## src/ptrc_pkg.sv

```systemverilog
`timescale 1ns / 1ps
// ----------------------------------------------------------------------------
// ptrc_pkg
// Shared types, constants and the sine table builder for the pan/tilt/range
// to Cartesian converter.
// ----------------------------------------------------------------------------
package ptrc_pkg;

  localparam int TRIG_FRAC_BITS    = 15;
  localparam int DEGREES_HALF_TURN = 180;
  localparam int FULL_TURN         = 2 * DEGREES_HALF_TURN;
  localparam int QUARTER_TURN      = DEGREES_HALF_TURN / 2;

  // signed trig value: sign plus magnitude up to 1.0
  localparam int TRIG_W    = TRIG_FRAC_BITS + 2;
  localparam int DEG_IDX_W = $clog2(QUARTER_TURN + 1);

  // raw angle span: -511 .. 510 plus a quarter turn for cosine
  localparam int ANG_MIN      = -511;
  localparam int ANG_MAX      = 510 + QUARTER_TURN;
  localparam int ANG_W        = 12;
  localparam int ANG_BIAS     = ((-ANG_MIN + FULL_TURN - 1) / FULL_TURN) * FULL_TURN;
  localparam int REDUCE_STEPS = (ANG_MAX + ANG_BIAS) / FULL_TURN;

  localparam logic [63:0] PI_Q30 = 64'd3373259426;

  typedef enum logic [2:0] {
    CFG_CENTER_ANGLE = 3'd0,
    CFG_TILT_OFFSET  = 3'd1,
    CFG_NEAR_LIMIT   = 3'd2,
    CFG_FAR_LIMIT    = 3'd3,
    CFG_MOUNT_HEIGHT = 3'd4,
    CFG_ARM_LENGTH   = 3'd5,
    CFG_BASE_OFFSET  = 3'd6
  } cfg_reg_t;

  typedef struct packed {
    logic [7:0]         pan_position;
    logic [7:0]         tilt_position;
    logic signed [15:0] range_value;
  } in_payload_t;

  typedef struct packed {
    logic signed [15:0] coord_x;
    logic signed [15:0] coord_y;
    logic signed [15:0] coord_z;
  } out_payload_t;

  // load enables of the two registers inside a sine unit
  typedef struct packed {
    logic fold;
    logic look;
  } stage_en_t;

  // Magnitude of sin(d degrees), d in 0..quarter turn, TRIG_FRAC_BITS fraction
  // bits. Q30 Taylor series to x^17, each term truncated, rounded half up.
  // Only called with constant arguments to build the table.
  function automatic logic [TRIG_FRAC_BITS:0] sine_entry(input int unsigned d);
    logic [63:0]        x;
    logic [63:0]        x2;
    logic [63:0]        term;
    logic signed [63:0] sum;
    logic signed [63:0] rnd;
    x    = (64'(d) * PI_Q30) / DEGREES_HALF_TURN;
    x2   = (x * x) >> 30;
    term = x;
    sum  = signed'(x);
    term = ((term * x2) >> 30) / 64'd6;   sum = sum - signed'(term);
    term = ((term * x2) >> 30) / 64'd20;  sum = sum + signed'(term);
    term = ((term * x2) >> 30) / 64'd42;  sum = sum - signed'(term);
    term = ((term * x2) >> 30) / 64'd72;  sum = sum + signed'(term);
    term = ((term * x2) >> 30) / 64'd110; sum = sum - signed'(term);
    term = ((term * x2) >> 30) / 64'd156; sum = sum + signed'(term);
    term = ((term * x2) >> 30) / 64'd210; sum = sum - signed'(term);
    term = ((term * x2) >> 30) / 64'd272; sum = sum + signed'(term);
    if (sum < 0) begin
      sum = 64'sd0;
    end
    rnd = (sum + (64'sd1 <<< (29 - TRIG_FRAC_BITS))) >>> (30 - TRIG_FRAC_BITS);
    return rnd[TRIG_FRAC_BITS:0];
  endfunction

endpackage

```

## src/ptrc_sin_unit.sv

```systemverilog
`timescale 1ns / 1ps
// ----------------------------------------------------------------------------
// ptrc_sin_unit
// Two-stage sine: angle reduction and quadrant fold, then table lookup.
// ----------------------------------------------------------------------------
module ptrc_sin_unit (
  input  logic                                clk,
  input  ptrc_pkg::stage_en_t                 en,
  input  logic signed [ptrc_pkg::ANG_W-1:0]   angle_i,
  output logic signed [ptrc_pkg::TRIG_W-1:0]  value_o
);

  localparam int AW = ptrc_pkg::ANG_W;
  localparam int IW = ptrc_pkg::DEG_IDX_W;

  logic [ptrc_pkg::TRIG_FRAC_BITS:0] sin_tab [0:ptrc_pkg::QUARTER_TURN];

  for (genvar g = 0; g <= ptrc_pkg::QUARTER_TURN; g++) begin : g_tab
    assign sin_tab[g] = ptrc_pkg::sine_entry(g);
  end

  logic [AW-1:0]                    red;
  logic [IW-1:0]                    idx_r, idx_nxt;
  logic                             neg_r, neg_nxt;
  logic signed [ptrc_pkg::TRIG_W-1:0] value_r, value_nxt;

  // bias to positive, then bring into one turn
  always_comb begin
    red = unsigned'(angle_i) + AW'(ptrc_pkg::ANG_BIAS);
    for (int k = 0; k < ptrc_pkg::REDUCE_STEPS; k++) begin
      if (red >= AW'(ptrc_pkg::FULL_TURN)) begin
        red = red - AW'(ptrc_pkg::FULL_TURN);
      end
    end
    priority if (red <= AW'(ptrc_pkg::QUARTER_TURN)) begin
      idx_nxt = IW'(red);
      neg_nxt = 1'b0;
    end else if (red <= AW'(ptrc_pkg::DEGREES_HALF_TURN)) begin
      idx_nxt = IW'(AW'(ptrc_pkg::DEGREES_HALF_TURN) - red);
      neg_nxt = 1'b0;
    end else if (red <= AW'(ptrc_pkg::DEGREES_HALF_TURN + ptrc_pkg::QUARTER_TURN)) begin
      idx_nxt = IW'(red - AW'(ptrc_pkg::DEGREES_HALF_TURN));
      neg_nxt = 1'b1;
    end else begin
      idx_nxt = IW'(AW'(ptrc_pkg::FULL_TURN) - red);
      neg_nxt = 1'b1;
    end
  end

  always_comb begin
    value_nxt = signed'({1'b0, sin_tab[idx_r]});
    if (neg_r) begin
      value_nxt = -value_nxt;
    end
  end

  always_ff @(posedge clk) begin
    if (en.fold) begin
      idx_r <= idx_nxt;
      neg_r <= neg_nxt;
    end
    if (en.look) begin
      value_r <= value_nxt;
    end
  end

  assign value_o = value_r;

endmodule

```

## config.mk

```make
export PLATFORM = sky130hd
export DESIGN_NAME = ptrc_sin_unit
export DESIGN_NICKNAME = d
export VERILOG_FILES = /design/src/ptrc_pkg.sv /design/src/ptrc_sin_unit.sv
export SDC_FILE = /design/constraint.sdc
export NUM_CORES = 1
export LEC_CHECK = 0
export ABC_AREA = 1
export BUFFER_PORTS_ARGS = -buffer_cell sky130_fd_sc_hd__buf_2
export CAP_MARGIN = 20
export CELL_PAD_IN_SITES_DETAIL_PLACEMENT = 0
export CELL_PAD_IN_SITES_GLOBAL_PLACEMENT = 1
export CORE_AREA = 2 2 86 129
export DETAILED_ROUTE_END_ITERATION = 8
export DIE_AREA = 0 0 88 131
export PLACE_DENSITY = 0.88
export SETUP_SLACK_MARGIN = 0.3
export SYNTH_ARGS = -nofsm -noshare
export SYNTH_HDL_FRONTEND = slang
export SYNTH_SLANG_ARGS = --single-unit
```

## constraint.sdc

```tcl
create_clock -name clk -period 7.7 [get_ports clk]
set_input_delay 0.77 -clock clk [delete_from_list [all_inputs] [get_ports clk]]
set_output_delay 0.77 -clock clk [all_outputs]
set_load 0.01 [all_outputs]
```

==> flow_metrics.tcl, run 1 <==
set metrics [dict create \
    post_cts_resized 0 \
    p_total_mw 2.21 \
    antenna_found_initial 0 \
    wl_per_cell_um 15.7 \
    grt_start_max_net_pins 48 \
    die_w_um 88 \
    grt_pass1_wl_um 24900 \
    cts_tree "yes" \
    ys.flop_type "edfxtp_1" \
    ys_seq_elements 25 \
    clock_latency_ns 0.26 \
    cts_sinks 25 \
    synth.distinct_cells 46 \
    drtPass1Iterations 5 \
    finalNonFillerCells 965 \
    yosys.area.top_type "nand2_1" \
    gp_congestion 1.02 \
    end_kind "register" \
    synth_area_per_cell_um2 5.90 \
    start_util_pct 45.7 \
    pin_count 32 \
    ir_drop_uv 174 \
    leakagePower_nw 2.59 \
    syn2layout_area_growth_pct 7.35 \
    synth_async_sr_flop_share_pct 0 \
    coreArea_mm2 0.0104 \
    worst_pin_slew_ns 1.01 \
    period_needed_ns 5.34 \
    viasPerCell 5.61 \
    drtAntennaViolNets 0 \
    cap_violations 0 \
    grt_pass1_vias 5259 \
    path_common_cell "nand2_1" \
    fin_nets 864 \
    synth_nets 849 \
    dp.cells 961 \
    wirelength_um 15100 \
    vias 5417 \
    regArea_um2 751 \
    setup_viol 0 \
    path_class "primary input to register" \
    crit_arrival_ns 5.36 \
    max_freq_mhz 187 \
    power.density_mw_per_mm2 433 \
    final_util_pct 49.1 \
    yosysSeqAreaShare_pct 15.8 \
    start_kind "primary input" \
    rsz0062_at_grt "no" \
    hold_violations 0 \
    drv_slew 0 \
    netlist_instances 807 \
    nFillCells 1099 \
    rows 46 \
    slew_headroom_pct 32.7 \
    synth_top_area_share_pct 16.1 \
    yosysWarnings 0 \
    post_cts_buffers 0 \
    synth_area_mm2 0.00476 \
    cts_hold_buf 0 \
    multi_input_area_mm2 0.00348 \
    drtIter0Drc 465 \
    slowest_stage "ha_1" \
    overflow 0 \
    fin_crit_sh_pct 69.3 \
    cts_buffers 3 \
    required_ns 7.72 \
    synth_most_common_cell "nand2_1" \
    fin_skew_ns 0.00229 \
    dieArea_mm2 0.0115 \
    track_usage_pct 27.3 \
    tns_ns 0 \
    cpPeakStageDelay_ns 0.25 \
    clockRootBuffer "clkbuf_16" \
    portBuffers 31 \
    synthTopCellsByCount "nand2_1 (204), inv_1 (105), nor2_1 (94)" \
    path_clk_slew_ns 0.06 \
    status "finished clean" \
    die_y_um 131 \
    hold_class "primary input to register" \
    ff2ff_setup_slack_ns 3.40 \
    h-tree-depth 1 \
    clk_path_buf_depth 2 \
    final_layout_size_suffix_gt1_share_pct 12.5 \
    route.detailed.drc 0 \
    yosys-top-cells-area "nand2_1 (16%), edfxtp_1 (16%), inv_1 (8.3%), nand3_1 (7.6%), nor2_1 (7.4%)" \
    dpl.hpwl_um 11900 \
    synth-edff-count 25 \
    path_max_fanout 10 \
    antennaDiodeCount 0 \
]
registers in the layout, summed over array words and instances, names as in the netlist:
register,flops
idx_r,7
neg_r,1
value_o,17
worst max-delay path: cells and delay by family:
family / cells / cell delay, ns
adders and majority gates: 3 / 0.64
AOI/OAI and AO/OA: 1 / 0.14
and+or+nand+nor: 26 / 3.07
buffers and inverters: 7 / 0.73
layer usage:
metal  vias to the layer above  global-route usage (%)  wire (um)
met3                        62                    1.95        720
met5                         -                       0          0
met2                       220                    51.2       7980
met1                      2453                    28.4       5410
li1                       2682                       -          -
met4                         0                    17.6       1030
kinds of logic after synthesis:
logic type | after synthesis | synth area share (%)
AND/OR/NAND/NOR | 442 | 42.9
AO/OA/AOI/OAI | 143 | 18.0
buffers and inverters | 143 | 11.3
XOR/XNOR | 27 | 4.96
adder cells (fa/ha/maj) | 27 | 7.09
flip-flops | 25 | 15.8
area by class of cell:
class	instances	share of cell area (%)
Clock inverter	1	0.147
Timing Repair Buffer	34	3.47
Multi-Input combinational cell	639	68.0
Tap cell	144	3.52
Sequential cell	25	14.7
Inverter	119	8.74
Clock buffer	3	1.47
cell usage in the layout, fill, tap and decap left out, types with 5 or more instances in the layout:
| master | netlist | routed |
|---|---|---|
| nand2_1 | 204 | 204 |
| inv_1 | 105 | 105 |
| nor2_1 | 94 | 94 |
| nand3_1 | 72 | 72 |
| o21ai_0 | 55 | 55 |
| a21oi_1 | 37 | 37 |
| buf_2 | 0 | 31 |
| ha_1 | 27 | 27 |
| xor2_1 | 25 | 25 |
| edfxtp_1 | 25 | 25 |
| nand2_2 | 24 | 24 |
| inv_2 | 13 | 13 |
| nand4_1 | 9 | 9 |
| o211ai_1 | 9 | 9 |
| nor3_1 | 8 | 8 |
| a31oi_1 | 8 | 8 |
| nand3_2 | 6 | 6 |
| o221ai_1 | 6 | 6 |
| nand3b_1 | 5 | 5 |
| nor2_4 | 5 | 5 |
metrics by stage:
step / hold WS, ns / cell area, um^2 / worst slack (ns)
after detailed placement: 0.805 / 5030 / 2.13
after global placement: 0.779 / 5030 / 2.20
after CTS: 0.799 / 5110 / 2.39
after global routing: 0.809 / 5110 / 1.85
final: 0.804 / 5110 / 2.36
after floorplan: 0.647 / 4760 / 2.97
path summary, 6_finish.rpt:
kind | end | depth (start not counted) | startpoint
setup reg to reg | value_o[15] | 13 | idx_r[2]
hold reg to reg | value_o[1] | 2 | neg_r
setup / recovery | idx_r[1] | 37 | angle_i[1]
hold / removal | idx_r[0] | 1 | angle_i[0]
where the power goes:
group / switching (mW) / internal, mW / total [mW] / leakage [nW]
Combinational: 1.20 / 0.554 / 1.76 / 2.31
Clock: 0.0464 / 0.0705 / 0.117 / 0.0371
Sequential: 0.0711 / 0.266 / 0.337 / 0.244
No activity file was read; power rests on OpenSTA's default activity.
==> run 2, diff against run 1 <==
Settings changed: CORE_AREA 2 2 86 129 to 2 2 93 139, DIE_AREA 0 0 88 131 to 0 0 95 141, PLACE_DENSITY 0.88 to 0.8.
Clock period 7.7 ns to 4.53 ns, I/O delays scaled along.
==> flow_metrics.tcl, run 2 (synthesis gave the netlist of run 1 again) <==
set metrics [dict create \
    final_layout_size_suffix_gt1_share_pct 33.3 \
    drtAntennaViolNets 0 \
    clk_path_buf_depth 2 \
    fin_skew_ns 0.00255 \
    period_needed_ns 4.24 \
    max_freq_mhz 236 \
    p_total_mw 4.49 \
    path_clk_slew_ns 0.06 \
    grt_start_max_net_pins 47 \
    cts_hold_buf 0 \
    antennaDiodeCount 0 \
    die_y_um 141 \
    required_ns 4.54 \
    hold_violations 0 \
    slew_headroom_pct 59.0 \
    met1Wirelength_um 5830 \
    path_common_cell "nand2_2" \
    crit_buf_inv 8 \
    hold_class "primary input to register" \
    drtIter0Drc 291 \
    route.detailed.drc 0 \
    path_max_fanout 6 \
    cts_buffers 3 \
    rsz0062_at_grt "yes" \
    largest_register_ffs 17 \
    dieArea_mm2 0.0134 \
    fin_crit_sh_pct 93.6 \
    vias 5880 \
    dpl.hpwl_um 12900 \
    gp_congestion 1.05 \
    tns_ns 0 \
    viasPerCell 5.43 \
    path_class "primary input to register" \
    end_kind "register" \
    clockRootBuffer "clkbuf_16" \
    drv_slew 0 \
    coreArea_mm2 0.0123 \
    antenna_found_initial 0 \
    power.density_mw_per_mm2 685 \
    start_kind "primary input" \
    status "finished clean" \
    placed_area_mm2 0.00565 \
    grt_pass1_vias 5615 \
    drtPass1Iterations 7 \
    cts_tree "yes" \
    final_cell_mix "nand2_1 (166), buf_4 (98), inv_1 (91)" \
    h-tree-depth 1 \
    clock_latency_ns 0.26 \
    pin_count 32 \
    wl_met2_um 8860 \
    die_w_um 95 \
    cap_violations 0 \
    top_layer_used "met4" \
    rows 50 \
    fin_nets 969 \
    crit_family "simple AND/OR/NAND/NOR gates" \
    syn2layout_area_growth_pct 37.6 \
    nFillCells 1173 \
    holdWs_ns 0.530 \
    overflow 0 \
    wirelength_um 16900 \
    wl_met3_um 781 \
    ir_drop_uv 334 \
    worst_pin_slew_ns 0.608 \
    track_usage_pct 24.2 \
    slowest_stage "a21oi_4" \
    portBuffers 31 \
    start_util_pct 38.6 \
    final_util_pct 53.2 \
    fin_area_mm2 0.00655 \
    layout_commonest_cell "nand2_1" \
    cpPeakStageDelay_ns 0.27 \
    cts_sinks 25 \
    crit_arrival_ns 4.25 \
    wl_per_cell_um 15.6 \
    setup_viol 0 \
    leakagePower_nw 3.20 \
    grt_pass1_wl_um 26100 \
]
run 2: cell types whose count changed in the layout (fill, tap and decap cells not counted), moves of 14 or more:
cell	delta
inv_1	-14
buf_4	+95
nand2_2	+26
nand3_1	-16
nand2_1	-38
run 2: timing repair:
| action | 4_1_cts | 5_1_grt |
|---|---|---|
| resized for setup | 24 | 107 |
| setup endpoints to repair | 7 | 12 |
| buffers inserted | 15 | 25 |
| gates cloned | 1 | 1 |
| pin swaps | 27 | 54 |
run 2: area by class of cell:
| class | instances | area (um^2) | share of cell area (%) |
|---|---|---|---|
| multi-input combinational | 640 | 4020 | 61.3 |
| timing repair buffer | 138 | 1030 | 15.8 |
| sequential | 25 | 751 | 11.5 |
| inverter | 119 | 474 | 7.24 |
| tap | 156 | 195 | 2.98 |
| clock buffer | 3 | 75.1 | 1.15 |
| clock inverter | 1 | 7.51 | 0.115 |
run 2: where the power goes:
part / switching, mW / leakage, nW / internal [mW] / total (mW)
registers: 0.0746 / 0.244 / 0.453 / 0.527
clock network: 0.0786 / 0.0371 / 0.120 / 0.198
logic: 2.37 / 2.92 / 1.40 / 3.76
run 2: per-layer routing:
layer,vias up,GRT usage [%]
li1,2887,-
met1,2640,24.1
met2,259,45.3
met3,94,1.98
met4,0,17.2
met5,-,0
run 2: path summary, 6_finish.rpt:
check        depth (start not counted)     endpoint  slack [ns]       start
max                                 36     idx_r[6]        0.29  angle_i[4]
min                                  1        neg_r        0.53       en[1]
min reg2reg                          2   value_o[1]        0.82       neg_r
max reg2reg                         17  value_o[16]        0.66    idx_r[0]
run 2: metrics by stage:
stage	std cells	setup slack, ns
floorplan	807	0.305
global placement	1036	-0.135
detailed placement	1036	-0.264
CTS	1056	0.308
global route	1082	-0.00616
finish	1082	0.289
==> run 3, diff against run 2 <==
Settings changed: CTS_BUF_LIST from default to sky130_fd_sc_hd__clkbuf_2, GPL_TIMING_DRIVEN from default to 0, MAX_ROUTING_LAYER from default to met4.
==> flow_metrics.tcl, run 3 (synthesis gave the netlist of run 1 again) <==
set metrics [dict create \
    setup_viol 0 \
    max_freq_mhz 241 \
    path_max_fanout 6 \
    viasPerCell 5.59 \
    cts_sinks 25 \
    cpPeakStageDelay_ns 0.19 \
    cts_buffers 3 \
    fin_nets 939 \
    placed_area_mm2 0.00524 \
    gp_congestion 1.01 \
    route.detailed.drc 0 \
    power.density_mw_per_mm2 697 \
    final_layout_size_suffix_gt1_share_pct 27.5 \
    vias 5885 \
    hold_class "primary input to register" \
    rows 50 \
    cap_violations 0 \
    ir_drop_uv 367 \
    fin_crit_sh_pct 91.7 \
    h-tree-depth 1 \
    drtPass1Iterations 5 \
    path_class "primary input to register" \
    antennaDiodeCount 0 \
    required_ns 4.73 \
    slew_headroom_pct 55.6 \
    coreArea_mm2 0.0123 \
    crit_buf_inv 7 \
    period_needed_ns 4.15 \
    drtIter0Drc 345 \
    crit_arrival_ns 4.35 \
    start_kind "primary input" \
    grt_use_met2_pct 51.1 \
    start_util_pct 38.6 \
    die_y_um 141 \
    worst_slack_ns 0.376 \
    dpl.hpwl_um 13900 \
    antenna_found_initial 0 \
    overflow 0 \
    dieArea_mm2 0.0134 \
    drv_slew 0 \
    grt_util_met1_pct 27.5 \
    fin_skew_ns 0.00339 \
    syn2layout_area_growth_pct 33.0 \
    drtAntennaViolNets 0 \
    rsz0062_at_grt "yes" \
    crit_family "simple AND/OR/NAND/NOR gates" \
    end_kind "register" \
    cts_hold_buf 0 \
    largest_register_ffs 17 \
    portBuffers 31 \
    wirelength_um 18500 \
    wl_per_cell_um 17.6 \
    fin_area_mm2 0.00633 \
    grt_pass1_wl_um 28500 \
    clockRootBuffer "clkbuf_2" \
    hold_violations 0 \
    slowest_stage "nand3b_1" \
    grt_pass1_vias 5697 \
    cts_tree "yes" \
    path_clk_slew_ns 0.28 \
    clock_latency_ns 0.39 \
    status "finished clean" \
    grt_start_max_net_pins 18 \
    final_cell_mix "nand2_1 (170), inv_1 (94), nor2_1 (81)" \
    place_worst_setup_slack_ns -0.547 \
    leakagePower_nw 3.02 \
    worst_pin_slew_ns 0.667 \
    track_usage_pct 27.9 \
    layout_commonest_cell "nand2_1" \
    clk_path_buf_depth 2 \
    busiest_layer "met2" \
    die_w_um 95 \
    pin_count 32 \
    use_met3_pct 2.08 \
]
run 3: per-layer routing:
layer	up-vias	wire [um]
met1	2715	6340
met5	-	0
met3	88	839
li1	2833	-
met4	0	1400
met2	249	9940
run 3: area by class of cell:
class | instances | area, um^2
Buffer | 24 | 93.8
Multi-Input combinational cell | 640 | 4120
Fill cell | 1233 | 5990
Inverter | 119 | 484
Sequential cell | 25 | 751
Clock inverter | 1 | 7.51
Tap cell | 156 | 195
Clock buffer | 3 | 15.0
Timing Repair Buffer | 84 | 669
run 3: per-stage QoR:
step	hold WS, ns	instances	total power [mW]	utilization (%)	setup TNS (ns)
after detailed placement	0.745	994	3.65	42.5	-3.24
final	0.259	1052	4.42	51.4	0
after floorplan	0.552	807	2.76	-	0
after global routing	0.263	1052	4.79	51.4	0
after global placement	0.747	994	3.67	42.5	-2.87
after CTS	0.348	1018	3.89	44.8	0
run 3: path summary, 6_finish.rpt:
kind | slack, ns | cells past startpoint | startpoint | to
max reg2reg | 0.56 | 15 | idx_r[0] | value_o[15]
min reg2reg | 0.81 | 2 | neg_r | value_o[16]
max | 0.38 | 36 | angle_i[5] | idx_r[6]
min | 0.26 | 1 | angle_i[0] | idx_r[0]
run 3: where the power goes:
part	leakage [nW]	internal (mW)	switching (mW)
registers	0.244	0.450	0.0550
logic	2.77	1.29	2.52
clock network	0.0126	0.0204	0.0824
run 3: timing repair:
action / CTS / global route
cloned: 0 / 3
setup buffers: 20 / 31
pin swaps: 26 / 65
resized for setup: 24 / 130
setup endpoints to repair: 7 / 14
